`config.mk`:
```
export PLATFORM = sky130hd
export DESIGN_NAME = timed_signal_phase_sequencer
export DESIGN_NICKNAME = d
export VERILOG_FILES = /design/src/rtl/tsps_pkg.sv /design/src/rtl/tsps_core.sv /design/src/rtl/timed_signal_phase_sequencer.sv
export SDC_FILE = /design/constraint.sdc
export NUM_CORES = 1
export LEC_CHECK = 0
export BUFFER_PORTS_ARGS = -buffer_cell sky130_fd_sc_hd__buf_2
export CAP_MARGIN = 15
export CORE_MARGIN = 2
export CORE_UTILIZATION = 40
export DETAILED_ROUTE_END_ITERATION = 6
export PLACE_DENSITY_LB_ADDON = 0.3
export SLEW_MARGIN = 0
export SYNTH_ARGS = -nofsm -noshare
export SYNTH_HDL_FRONTEND = slang
export SYNTH_SLANG_ARGS = --single-unit
```
`constraint.sdc`:
```
create_clock -name clk -period 9.1 [get_ports clk]
set_input_delay 0.455 -clock clk [delete_from_list [all_inputs] [get_ports clk]]
set_output_delay 0.455 -clock clk [all_outputs]
set_load 0.01 [all_outputs]
```
`src/rtl/tsps_pkg.sv`:
```
package tsps_pkg;

  // widths fixed by the register and beat formats
  localparam int MaxPhases = 4;
  localparam int DurW      = 16;
  localparam int PosW      = 20;
  localparam int CycW      = 18;
  localparam int IdxW      = 2;
  localparam int ModeW     = 3;
  localparam int CountW    = 3;
  localparam int WordW     = 19;
  localparam int ColorW    = 2;
  localparam int CfgIdxW   = 3;

  localparam logic [PosW-1:0] PosMax = '1;

  // register indexes on the config port
  localparam logic [CfgIdxW-1:0] RegMode  = 3'd0;
  localparam logic [CfgIdxW-1:0] RegCount = 3'd1;
  localparam logic [CfgIdxW-1:0] RegWord0 = 3'd2;
  localparam logic [CfgIdxW-1:0] RegWord1 = 3'd3;
  localparam logic [CfgIdxW-1:0] RegWord2 = 3'd4;
  localparam logic [CfgIdxW-1:0] RegWord3 = 3'd5;

  // override modes that run the phase table
  localparam logic [ModeW-1:0] ModeSequence = 3'd0;
  localparam logic [ModeW-1:0] ModeSeqAlias = 3'd7;

  // lamp colors
  localparam logic [ColorW-1:0] ColorRed     = 2'd0;
  localparam logic [ColorW-1:0] ColorYellow  = 2'd1;
  localparam logic [ColorW-1:0] ColorGreen   = 2'd2;
  localparam logic [ColorW-1:0] ColorRedAlso = 2'd3;

  // phase word layout
  localparam int FlashBit = 18;
  localparam int ColorLsb = 16;

  // register reset values
  localparam logic [ModeW-1:0]  ModeReset  = 3'd0;
  localparam logic [CountW-1:0] CountReset = 3'd3;
  localparam logic [WordW-1:0]  Word0Reset = 19'd131112;
  localparam logic [WordW-1:0]  Word1Reset = 19'd65556;
  localparam logic [WordW-1:0]  Word2Reset = 19'd60;
  localparam logic [WordW-1:0]  Word3Reset = 19'd0;

  typedef struct packed {
    logic [DurW-1:0] elapsed_ticks;
    logic            first_event;
  } evt_t;

  typedef struct packed {
    logic            red_on;
    logic            yellow_on;
    logic            green_on;
    logic [IdxW-1:0] active_phase;
  } lamp_t;

  typedef struct packed {
    logic [ModeW-1:0]                   override_mode;
    logic [CountW-1:0]                  phase_count;
    logic [MaxPhases-1:0][WordW-1:0]    phase_word;
  } cfg_t;

  typedef enum logic [2:0] {
    ST_IDLE,
    ST_SUM,
    ST_WALK,
    ST_ADV,
    ST_WRAP,
    ST_DONE
  } seq_state_t;

endpackage

```
`src/rtl/tsps_core.sv`:
```
module tsps_core (
  input  logic               clk,
  input  logic               rst,
  input  tsps_pkg::cfg_t     cfg,
  input  logic               clear,
  input  logic               start,
  input  tsps_pkg::evt_t     evt,
  input  logic               take,
  output logic               idle,
  output logic               done,
  output tsps_pkg::lamp_t    result
);

  tsps_pkg::seq_state_t state, state_next;

  logic [tsps_pkg::PosW-1:0]   pos;
  logic [tsps_pkg::CycW-1:0]   cycle_len;
  logic [tsps_pkg::CycW-1:0]   thres;
  logic [tsps_pkg::IdxW-1:0]   idx;
  logic [tsps_pkg::IdxW-1:0]   phase;
  logic [tsps_pkg::DurW-1:0]   elapsed;
  logic                        first;

  logic [tsps_pkg::CountW-1:0] used;
  logic [tsps_pkg::IdxW-1:0]   last_idx;
  logic [tsps_pkg::DurW-1:0]   dur;
  logic                        seq_mode;

  logic [tsps_pkg::PosW-1:0]   op_a;
  logic [tsps_pkg::PosW-1:0]   op_b;
  logic                        op_sub;
  logic [tsps_pkg::PosW:0]     alu;
  logic [tsps_pkg::PosW-1:0]   alu_val;
  logic                        alu_carry;
  logic                        walk_hit;

  logic [tsps_pkg::WordW-1:0]  sel_word;
  logic [tsps_pkg::ModeW-1:0]  mode_m1;
  logic [tsps_pkg::ColorW-1:0] color;
  logic                        flash;
  logic                        dark;
  tsps_pkg::lamp_t             lamps;

  // phases in use, clamped to 1..MaxPhases
  always_comb begin
    used = cfg.phase_count;
    if (cfg.phase_count == '0) begin
      used = tsps_pkg::CountW'(1);
    end else if (cfg.phase_count > tsps_pkg::CountW'(tsps_pkg::MaxPhases)) begin
      used = tsps_pkg::CountW'(tsps_pkg::MaxPhases);
    end
    last_idx = tsps_pkg::IdxW'(used - tsps_pkg::CountW'(1));
  end

  assign dur      = cfg.phase_word[idx][tsps_pkg::DurW-1:0];
  assign seq_mode = (cfg.override_mode == tsps_pkg::ModeSequence) ||
                    (cfg.override_mode == tsps_pkg::ModeSeqAlias);

  // shared add/subtract unit; carry out is overflow on add, "a >= b" on subtract
  always_comb begin
    op_a   = '0;
    op_b   = '0;
    op_sub = 1'b0;
    case (state)
      tsps_pkg::ST_SUM: begin
        op_a = tsps_pkg::PosW'(cycle_len);
        op_b = tsps_pkg::PosW'(dur);
      end
      tsps_pkg::ST_WALK: begin
        op_a   = tsps_pkg::PosW'(thres);
        op_b   = tsps_pkg::PosW'(dur);
        op_sub = 1'b1;
      end
      tsps_pkg::ST_ADV: begin
        op_a = pos;
        op_b = tsps_pkg::PosW'(elapsed);
      end
      tsps_pkg::ST_WRAP: begin
        op_a   = pos;
        op_b   = tsps_pkg::PosW'(cycle_len);
        op_sub = 1'b1;
      end
      default: begin
        op_a = '0;
      end
    endcase
  end

  assign alu       = {1'b0, op_a} + {1'b0, op_b ^ {tsps_pkg::PosW{op_sub}}}
                   + (tsps_pkg::PosW+1)'(op_sub);
  assign alu_val   = alu[tsps_pkg::PosW-1:0];
  assign alu_carry = alu[tsps_pkg::PosW];

  // walking down: the first phase whose start the position has reached
  assign walk_hit = (pos >= alu_val) || (idx == '0);

  // lamp decode from the chosen phase or the forced color
  always_comb begin
    sel_word = cfg.phase_word[phase];
    mode_m1  = cfg.override_mode - tsps_pkg::ModeW'(1);
    if (seq_mode) begin
      color = sel_word[tsps_pkg::ColorLsb +: tsps_pkg::ColorW];
      if (color == tsps_pkg::ColorRedAlso) begin
        color = tsps_pkg::ColorRed;
      end
      flash = sel_word[tsps_pkg::FlashBit];
    end else begin
      color = mode_m1[2:1];
      flash = mode_m1[0];
    end
    dark               = flash && pos[3];
    lamps.red_on       = !dark && (color == tsps_pkg::ColorRed);
    lamps.yellow_on    = !dark && (color == tsps_pkg::ColorYellow);
    lamps.green_on     = !dark && (color == tsps_pkg::ColorGreen);
    lamps.active_phase = seq_mode ? phase : '0;
  end

  // sequencer state
  always_ff @(posedge clk) begin
    if (rst) begin
      state <= tsps_pkg::ST_IDLE;
    end else begin
      state <= state_next;
    end
  end

  always_comb begin
    state_next = state;
    case (state)
      tsps_pkg::ST_IDLE: begin
        if (start) state_next = tsps_pkg::ST_SUM;
      end
      tsps_pkg::ST_SUM: begin
        if (idx == last_idx) state_next = seq_mode ? tsps_pkg::ST_WALK : tsps_pkg::ST_ADV;
      end
      tsps_pkg::ST_WALK: begin
        if (walk_hit) state_next = tsps_pkg::ST_ADV;
      end
      tsps_pkg::ST_ADV: begin
        state_next = first ? tsps_pkg::ST_DONE : tsps_pkg::ST_WRAP;
      end
      tsps_pkg::ST_WRAP: begin
        state_next = tsps_pkg::ST_DONE;
      end
      tsps_pkg::ST_DONE: begin
        if (take) state_next = tsps_pkg::ST_IDLE;
      end
      default: begin
        state_next = tsps_pkg::ST_IDLE;
      end
    endcase
  end

  assign idle = (state == tsps_pkg::ST_IDLE);
  assign done = (state == tsps_pkg::ST_DONE);

  // cycle position
  always_ff @(posedge clk) begin
    if (rst || clear) begin
      pos <= '0;
    end else if (state == tsps_pkg::ST_ADV && !first) begin
      pos <= alu_carry ? tsps_pkg::PosMax : alu_val;
    end else if (state == tsps_pkg::ST_WRAP && alu_carry) begin
      pos <= alu_val;
    end
  end

  // working registers
  always_ff @(posedge clk) begin
    case (state)
      tsps_pkg::ST_IDLE: begin
        if (start) begin
          elapsed   <= evt.elapsed_ticks;
          first     <= evt.first_event;
          cycle_len <= '0;
          idx       <= '0;
        end
      end
      tsps_pkg::ST_SUM: begin
        cycle_len <= alu_val[tsps_pkg::CycW-1:0];
        if (idx == last_idx) begin
          thres <= alu_val[tsps_pkg::CycW-1:0];
          phase <= '0;
        end else begin
          idx <= idx + tsps_pkg::IdxW'(1);
        end
      end
      tsps_pkg::ST_WALK: begin
        if (walk_hit) begin
          phase <= idx;
        end else begin
          thres <= alu_val[tsps_pkg::CycW-1:0];
          idx   <= idx - tsps_pkg::IdxW'(1);
        end
      end
      tsps_pkg::ST_ADV: begin
        result <= lamps;
      end
      default: begin
      end
    endcase
  end

endmodule

```
`src/rtl/timed_signal_phase_sequencer.sv`:
```
// From event accept to lamp_valid the core sums the cycle length over the phases in
// use (one phase per cycle), walks back to the active phase (sequence mode only),
// captures the lamps, then advances and wraps the position unless the event is first.
// A new event is accepted only after the last result is taken; the single shared adder
// sets the pace. Reset: synchronous, active high; config registers take their documented
// defaults and the cycle position clears to zero, as on any config write to index 0..5.
module timed_signal_phase_sequencer (
  input  logic                          clk,
  input  logic                          rst,
  input  logic                          evt_valid,
  output logic                          evt_ready,
  input  tsps_pkg::evt_t                evt,
  output logic                          lamp_valid,
  input  logic                          lamp_ready,
  output tsps_pkg::lamp_t               lamp,
  input  logic                          cfg_valid,
  output logic                          cfg_ready,
  input  logic [tsps_pkg::CfgIdxW-1:0]  cfg_index,
  input  logic [tsps_pkg::WordW-1:0]    cfg_data
);

  tsps_pkg::cfg_t  cfg;
  tsps_pkg::lamp_t result;
  logic            cfg_we;
  logic            clear;
  logic            start;
  logic            idle;
  logic            done;
  logic            take;

  assign cfg_ready = 1'b1;
  assign cfg_we    = cfg_valid && cfg_ready;
  assign clear     = cfg_we && (cfg_index <= tsps_pkg::RegWord3);

  // config registers
  always_ff @(posedge clk) begin
    if (rst) begin
      cfg.override_mode <= tsps_pkg::ModeReset;
      cfg.phase_count   <= tsps_pkg::CountReset;
      cfg.phase_word[0] <= tsps_pkg::Word0Reset;
      cfg.phase_word[1] <= tsps_pkg::Word1Reset;
      cfg.phase_word[2] <= tsps_pkg::Word2Reset;
      cfg.phase_word[3] <= tsps_pkg::Word3Reset;
    end else if (cfg_we) begin
      case (cfg_index)
        tsps_pkg::RegMode:  cfg.override_mode <= cfg_data[tsps_pkg::ModeW-1:0];
        tsps_pkg::RegCount: cfg.phase_count   <= cfg_data[tsps_pkg::CountW-1:0];
        tsps_pkg::RegWord0: cfg.phase_word[0] <= cfg_data;
        tsps_pkg::RegWord1: cfg.phase_word[1] <= cfg_data;
        tsps_pkg::RegWord2: cfg.phase_word[2] <= cfg_data;
        tsps_pkg::RegWord3: cfg.phase_word[3] <= cfg_data;
        default: begin
        end
      endcase
    end
  end

  assign evt_ready = idle;
  assign start     = evt_valid && evt_ready;
  assign take      = done && (!lamp_valid || lamp_ready);

  tsps_core u_core (
    .clk    (clk),
    .rst    (rst),
    .cfg    (cfg),
    .clear  (clear),
    .start  (start),
    .evt    (evt),
    .take   (take),
    .idle   (idle),
    .done   (done),
    .result (result)
  );

  // output beat register
  always_ff @(posedge clk) begin
    if (rst) begin
      lamp_valid <= 1'b0;
    end else if (take) begin
      lamp_valid <= 1'b1;
    end else if (lamp_ready) begin
      lamp_valid <= 1'b0;
    end
  end

  always_ff @(posedge clk) begin
    if (take) begin
      lamp <= result;
    end
  end

endmodule

```
# Word level (Yosys, flattened, before mapping)
# Index checks and enable logic that the tools add are counted.
[word_totals] out_inout_bits=8 input_bits=44 elab_cells=134 reg_bits=173
[op_classes] add_sub_neg=6 n_eq_ne=21 n_bitwise=1 n_reduce_logical=42 order_cmp=5 mux=36
[ops] cell="19-bit binary-select mux with 2-bit select" count=2
[ops] cell="18-bit case mux with 2 select lines" count=2
[ops] cell="20-bit two-way mux" count=3
[ops] cell="20-bit case mux with 3 select lines" count=1
[ops] cell="18-bit two-way mux" count=3
[ops] cell="18-bit case mux with 3 select lines" count=1
[ops] cell="20-bit by 20-bit adder with 21-bit output" count=1
[ops] cell="21-bit by 1-bit adder with 21-bit output" count=1
[ops] cell="20-bit >= comparator" count=1
[ops] cell="18-bit by 20-bit bitwise XOR with 20-bit output" count=1
[ops] cell="19-bit two-way mux" count=1
[ops] cell="2-bit two-way mux" count=9
[ops] cell="3-bit case mux with 6 select lines" count=1
[ops] cell="16-bit two-way mux" count=1
[ops] cell="2-bit AND reduction" count=8
[ops] cell="3-bit == test (second input constant)" count=5
[ops] cell="3-bit by 2-bit == test with 1-bit output (second input constant)" count=4
[ops] cell="3-bit zero test" count=4
[ops] cell="3-bit two-way mux" count=4
[ops] cell="1-bit logical AND" count=9
[ops] cell="2-bit by 1-bit != test with 1-bit output (second input constant)" count=4
[ops] cell="4-bit AND reduction" count=2
[ops] cell="2-bit nonzero test" count=4
[ops] cell="3-bit by 1-bit == test with 1-bit output (second input constant)" count=2
[ops] cell="other kinds (19)" count=37

# Longest topological paths before layout
[logic_depth] word_depth=10 mapped_depth=25 ltp_nobuf=22

# Hierarchy
# From an unflattened synthesis, not the netlist that was laid out.
[unflattened] hier_cells=930 hier_area_um2=9614.2
[by_module_without_submodules] mod="tsps_core" seq_area_each_um2=2322.2 instances=1 cells_per_inst=609 area_per_inst_um2=6067.1
[by_module_without_submodules] mod="timed_signal_phase_sequencer" seq_area_each_um2=1811.7 instances=1 cells_per_inst=321 area_per_inst_um2=3547.2

# Worst setup path before layout
# OpenSTA, ideal clock, no wires.
[synth_path] path_type="reg2reg" from="register u_core.idx[0] in the netlist's numbering" to="register u_core.thres[0] in the netlist's numbering (enable)" stages_incl_launch_ff=23 setup_time_ps=399 synth_period_minus_slack_ps=5830 path_buffers=2 arrival_ps=5431 slack_ps=3270 path_cell_list="edfxtp_1 > buf_4 > buf_2 > mux4_2 > mux2i_1 > o32ai_1 > ha_1 > a21o_1 > a21o_1 > a221oi_2 > nor2_1 > o21ai_0 > a311o_1 > xor2_1 > ha_1 > a21o_1 > a21oi_1 > o211ai_1 > nand2_1 > nand3_1 > nor2_1 > nand2_1 > a21oi_1"
[synth_between] elab_chain_len=10 word_cells_on_any_way=13
[synth_rtl] item="start: declaration" line_no="tsps_core.sv:19" text="logic [tsps_pkg::IdxW-1:0] idx;"
[synth_rtl] item="start signal: assignment" line_no="tsps_core.sv:185" text="idx <= idx + tsps_pkg::IdxW'(1);"
[synth_rtl] item="start signal: assignment" line_no="tsps_core.sv:193" text="idx <= idx - tsps_pkg::IdxW'(1);"
[synth_rtl] item="19-bit binary-select mux with 2-bit select" line_no="tsps_core.sv:55" text="assign dur = cfg.phase_word[idx][tsps_pkg::DurW-1:0];"
[synth_rtl] item="16-bit two-way mux (implied by the code)" line_no="tsps_core.sv:55"
[synth_rtl] item="18-bit case mux with 3 select lines" line_no="tsps_core.sv:64" text="case (state)"
[synth_rtl] item="18-bit by 20-bit bitwise XOR with 20-bit output" line_no="tsps_core.sv:89" text="assign alu = {1'b0, op_a} + {1'b0, op_b ^ {tsps_pkg::PosW{op_sub}}}"
[synth_rtl] item="20-bit by 20-bit adder with 21-bit output" line_no="tsps_core.sv:89"
[synth_rtl] item="21-bit by 1-bit adder with 21-bit output" line_no="tsps_core.sv:90" text="+ (tsps_pkg::PosW+1)'(op_sub);"
[synth_rtl] item="20-bit >= comparator" line_no="tsps_core.sv:95" text="assign walk_hit = (pos >= alu_val) || (idx == '0);"
[synth_rtl] item="1-bit logical OR" line_no="tsps_core.sv:95"
[synth_rtl] item="2-bit != test (no line)"
[synth_rtl] item="3-bit AND reduction (no line) *"
[synth_rtl] item="end signal: assignment" line_no="tsps_core.sv:182" text="thres <= alu_val[tsps_pkg::CycW-1:0];"
[synth_rtl] item="end signal: assignment" line_no="tsps_core.sv:192" text="thres <= alu_val[tsps_pkg::CycW-1:0];"
[synth_rtl] item="end: declaration" line_no="tsps_core.sv:18" text="logic [tsps_pkg::CycW-1:0] thres;"
# Every way passes the cells marked *; elsewhere a longest branch is shown, timed or not. The select of a mux whose other input is x is not followed.
# A chain may end at the register's enable or synchronous reset.

# Final worst setup path
[layout_path] from="register u_core.state[1]" to="register u_core.thres[4] in the netlist's numbering (enable)"
[layout_between] elab_chain_len=10 word_cells_on_any_way=19
[layout_rtl] item="start: declaration" line_no="tsps_core.sv:14" text="tsps_pkg::seq_state_t state, state_next;"
[layout_rtl] item="start signal: assignment" line_no="tsps_core.sv:121" text="state <= tsps_pkg::ST_IDLE;"
[layout_rtl] item="start signal: assignment" line_no="tsps_core.sv:123" text="state <= state_next;"
[layout_rtl] item="3-bit by 1-bit == test with 1-bit output, or another cell as far along" line_no="tsps_core.sv:64, tsps_core.sv:170"
[layout_rtl] item="2-bit OR reduction (no line)"
[layout_rtl] item="18-bit case mux with 3 select lines or 1-bit two-way mux (tied branches)" line_no="tsps_core.sv:64"
[layout_rtl] item="18-bit by 20-bit bitwise XOR with 20-bit output" line_no="tsps_core.sv:89"
[layout_rtl] item="20-bit by 20-bit adder with 21-bit output" line_no="tsps_core.sv:89"
[layout_rtl] item="21-bit by 1-bit adder with 21-bit output" line_no="tsps_core.sv:90"
[layout_rtl] item="20-bit >= comparator" line_no="tsps_core.sv:95"
[layout_rtl] item="1-bit logical OR" line_no="tsps_core.sv:95"
[layout_rtl] item="2-bit != test (no line)"
[layout_rtl] item="3-bit AND reduction (no line) *"
# Every way passes the cells marked *; elsewhere a longest branch is shown, timed or not.

==> flow_summary.json <==
{
  "max_cap_violations": 0,
  "slew_headroom_pct": 30.5,
  "reg2reg_depth": 23,
  "place_area_um2": 9620,
  "dieArea_um2": 24100,
  "drt-pass1-iter-count": 5,
  "synth_edf_count": 67,
  "worst_pin_slew_ns": 1.04,
  "setup_viol": 0,
  "antenna_found_initial": 0,
  "path_clk_slew_ns": 0.07,
  "setup_tns_ns": 0,
  "cts_sinks": 173,
  "drc": 0,
  "grt_usage_pct": 20.2,
  "p_int_mw": 1.66,
  "synth_flop_cell": "dfxtp_1",
  "p_clk_share_pct": 30.2,
  "hold_path_class": "input pin to register",
  "p_sw_mw": 0.916,
  "grt_pass1_wl_um": 38200,
  "drt-initial-drc-count": 499,
  "synth.distinct_cells": 72,
  "placed_cells_incl_taps": 1275,
  "critical_path.startpoint_type": "register",
  "cts_max_level": 4,
  "synth-seq-cells": 173,
  "cellPowerDensity_nw_per_um2": 251,
  "p_comb_share_pct": 31.4,
  "rsz0062_at_grt": "false",
  "crit_buf_inv": 2,
  "final_cells": 1308,
  "worstHoldPathCells": 1,
  "critPathTopFamily": "compound AO/OA/AOI/OAI gates",
  "core_area_um2": 22600,
  "antenna_cells": 0,
  "status": "finished, final reports clean",
  "drt-total-wl_um": 23900,
  "crit_fanout": 39,
  "dieHeight_um": 155,
  "cp.arrival_ns": 6.60,
  "min-delay-start": "evt[13]",
  "gp_congestion": 0.888,
  "p_leak_nw": 4.01,
  "syn-cell-area_um2": 9160,
  "hold_buffers": 0,
  "max_stage_delay_ns": 0.79,
  "cpMaxStageDelayCell": "and2b_1",
  "crit_start": "u_core.state[1]$_SDFFE_PP0P_",
  "finalClockSkew_ns": 0.0118,
  "rows": 55,
  "dp_hpwl_um": 15700,
  "cts_tree": "done",
  "synth_cells": 990,
  "fin_hold_ws_ns": 0.186,
  "gr-total-overflow": 0,
  "synth_fp_nets": 1076,
  "final_util_pct": 45.5,
  "nets": 1096,
  "start_util_pct": 40.6,
  "vias": 7327,
  "io_pins": 52,
  "ys_seq_area_share_pct": 45.1,
  "worstSetupPathDepth": 23,
  "fin_area_um2": 10300,
  "critPathRequiredTime_ns": 9.25,
  "hold_violations": 0,
  "multiInputGateArea_um2": 4690,
  "drv_slew": 0,
  "fill_cells": 2174,
  "ant_nets": 0,
  "seq_area_um2": 4130,
  "first_global_vias": 7082,
  "ir_worst_vdd_mv": 0.124,
  "cts-root-buf": "clkbuf_16",
  "ys_async_sr_fraction_pct": 0,
  "min_period_ns": 6.45,
  "chipWidth_um": 155,
  "syn_area_per_cell_um2": 9.26,
  "postCtsSetupBuffers": 0,
  "clock_latency_ns": 0.44,
  "synth_warnings": 0,
  "routed_via_density": 5.60,
  "grt_max_degree": 88,
  "seqPwrFrac_pct": 38.4,
  "syn2layout_area_growth_pct": 12.1,
  "cp-end-kind": "register",
  "critPathKind": "register to register",
  "numCtsBuffers": 17,
  "cts_buffer_depth": 2,
  "swShare_pct": 35.5,
  "wire_per_inst_um": 18.3,
  "timing.fmax_mhz": 155,
  "drive_above_1_share_pct": 14.1,
  "path_cells": "buf_4 > and2b_1 > o211ai_2 > nand2_1 > a21oi_1 > fa_1 > a211oi_1 > nor2_1 > a221oi_2 > nor2_1 > o21ai_0 > a311o_1 > xor2_1 > ha_1 > a21o_1 > a21oi_1 > a21oi_1 > nand2_1 > nand3_1 > nor2_1 > nand2_1 > a21oi_2 > buf_8",
  "cts_resized": 0,
  "portBuffers": 50,
  "finalCritPeriodShare_pct": 70.9,
  "r2r_start": "u_core.state[1]$_SDFFE_PP0P_"
}
cell usage in the layout, fill, tap and decap left out, types with 9 or more instances in the layout:
| cell | count |
|---|---|
| buf_2 | 50 |
| nand2_1 | 202 |
| mux4_2 | 19 |
| dfxtp_1 | 106 |
| a21o_1 | 15 |
| a22oi_1 | 18 |
| edfxtp_1 | 67 |
| nor2b_1 | 9 |
| o21ai_0 | 52 |
| inv_1 | 35 |
| and3_1 | 12 |
| nor2_1 | 68 |
| nand3b_1 | 10 |
| ha_1 | 41 |
| clkbuf_16 | 19 |
| a21oi_1 | 115 |
| nand3_1 | 9 |
| o32ai_1 | 15 |
| mux2i_1 | 18 |
| mux2_2 | 9 |
sequential cells by signal, indices dropped and copies added (netlist names):
register and cells:
lamp_valid 1, u_core.idx 2, u_core.cycle_len 18, u_core.phase 2, u_core.thres 18, u_core.elapsed 16
u_core.result 5, u_core.state 3, u_core.pos 20, cfg 82, u_core.first 1, lamp 5
cells in the mapped netlist, types with 8 or more instances:
| library cell | n | share of area [%] |
|---|---|---|
| edfxtp_1 | 67 | 22 |
| and3_1 | 12 | 0.82 |
| nand3b_1 | 10 | 0.82 |
| nor2_1 | 69 | 2.8 |
| nand2b_1 | 8 | 0.55 |
| a31oi_1 | 8 | 0.55 |
| a21oi_1 | 116 | 6.3 |
| xnor2_1 | 8 | 0.76 |
| inv_1 | 35 | 1.4 |
| ha_1 | 41 | 5.6 |
| nor2b_1 | 9 | 0.61 |
| o21ai_0 | 52 | 2.8 |
| mux4_2 | 19 | 4.7 |
| a21o_1 | 15 | 1.2 |
| a22oi_1 | 18 | 1.5 |
| and2_1 | 8 | 0.55 |
| nand3_1 | 9 | 0.49 |
| nand2_1 | 202 | 8.3 |
| mux2_2 | 9 | 1.1 |
| nor3_1 | 8 | 0.44 |
| mux2i_1 | 18 | 2.0 |
| clkbuf_1 | 41 | 1.7 |
| o32ai_1 | 15 | 1.4 |
| xor2_1 | 8 | 0.76 |
| dfxtp_1 | 106 | 23 |
layout make-up:
type,instances,share of cell area [%]
Multi-Input combinational cell,724,45.6
Sequential cell,173,40.2
Clock buffer,19,4.63
Tap cell,285,3.47
Timing Repair Buffer,59,3.17
Clock inverter,13,1.57
Inverter,35,1.28
final timing paths:
| path | to | slack (ns) |
|---|---|---|
| setup / recovery | u_core.thres[4]$_DFFE_PP_ | 2.65 |
| hold / removal | u_core.elapsed[12]$_DFFE_PP_ | 0.19 |
| setup reg to reg | u_core.thres[4]$_DFFE_PP_ | 2.65 |
| hold reg to reg | lamp[4]$_DFFE_PP_ | 0.43 |
stage by stage:
step	setup WS, ns	power [mW]
after detailed placement	2.36	1.80
after global placement	2.43	1.80
after CTS	2.31	2.58
after global routing	2.04	2.71
final	2.65	2.58
after floorplan	3.27	1.58
worst reg2reg max path: stages (launching register included):
cell,delay [ns]
dfxtp_1,0.44
buf_4,0.41
and2b_1,0.80
o211ai_2,0.21
nand2_1,0.13
a21oi_1,0.08
fa_1,0.45
a211oi_1,0.28
nor2_1,0.12
a221oi_2,0.46
nor2_1,0.07
o21ai_0,0.23
a311o_1,0.24
xor2_1,0.28
ha_1,0.30
a21o_1,0.18
a21oi_1,0.18
a21oi_1,0.13
nand2_1,0.09
nand3_1,0.13
nor2_1,0.15
nand2_1,0.09
a21oi_2,0.48
buf_8,0.23
power by group through the flow:
| stage | logic [mW] | registers, mW | clock network (mW) |
|---|---|---|---|
| 2_1_floorplan | 0.607 | 0.972 | 0 |
| 3_3_place_gp | 0.788 | 1.01 | 0 |
| 3_5_place_dp | 0.794 | 1.01 | 0 |
| 4_1_cts | 0.801 | 0.992 | 0.790 |
| 5_1_grt | 0.891 | 1.00 | 0.817 |
| 6_report | 0.809 | 0.991 | 0.779 |
layer usage:
metal / vias to the layer above / share of wire [%] / track usage, %
met3: 37 / 5.4 / 4.21
met4: 0 / 1.9 / 6.16
li1: 3579 / - / -
met5: - / 0 / 0
met2: 216 / 47 / 32.4
met1: 3495 / 46 / 27.4
logic make-up (layout without fill, tap and decap cells):
logic type | count (synthesis) | after routing | share of synthesized area [%]
simple gates | 356 | 356 | 17.3
compound gates | 260 | 260 | 17.9
flops | 173 | 173 | 45.1
buf+inv | 93 | 126 | 4.08
mux | 47 | 47 | 7.91
fa+ha+maj | 42 | 42 | 5.82
xor+xnor | 18 | 18 | 1.88
other cells | 1 | 1 | 0.0409
(Power assumes the default switching activity.)
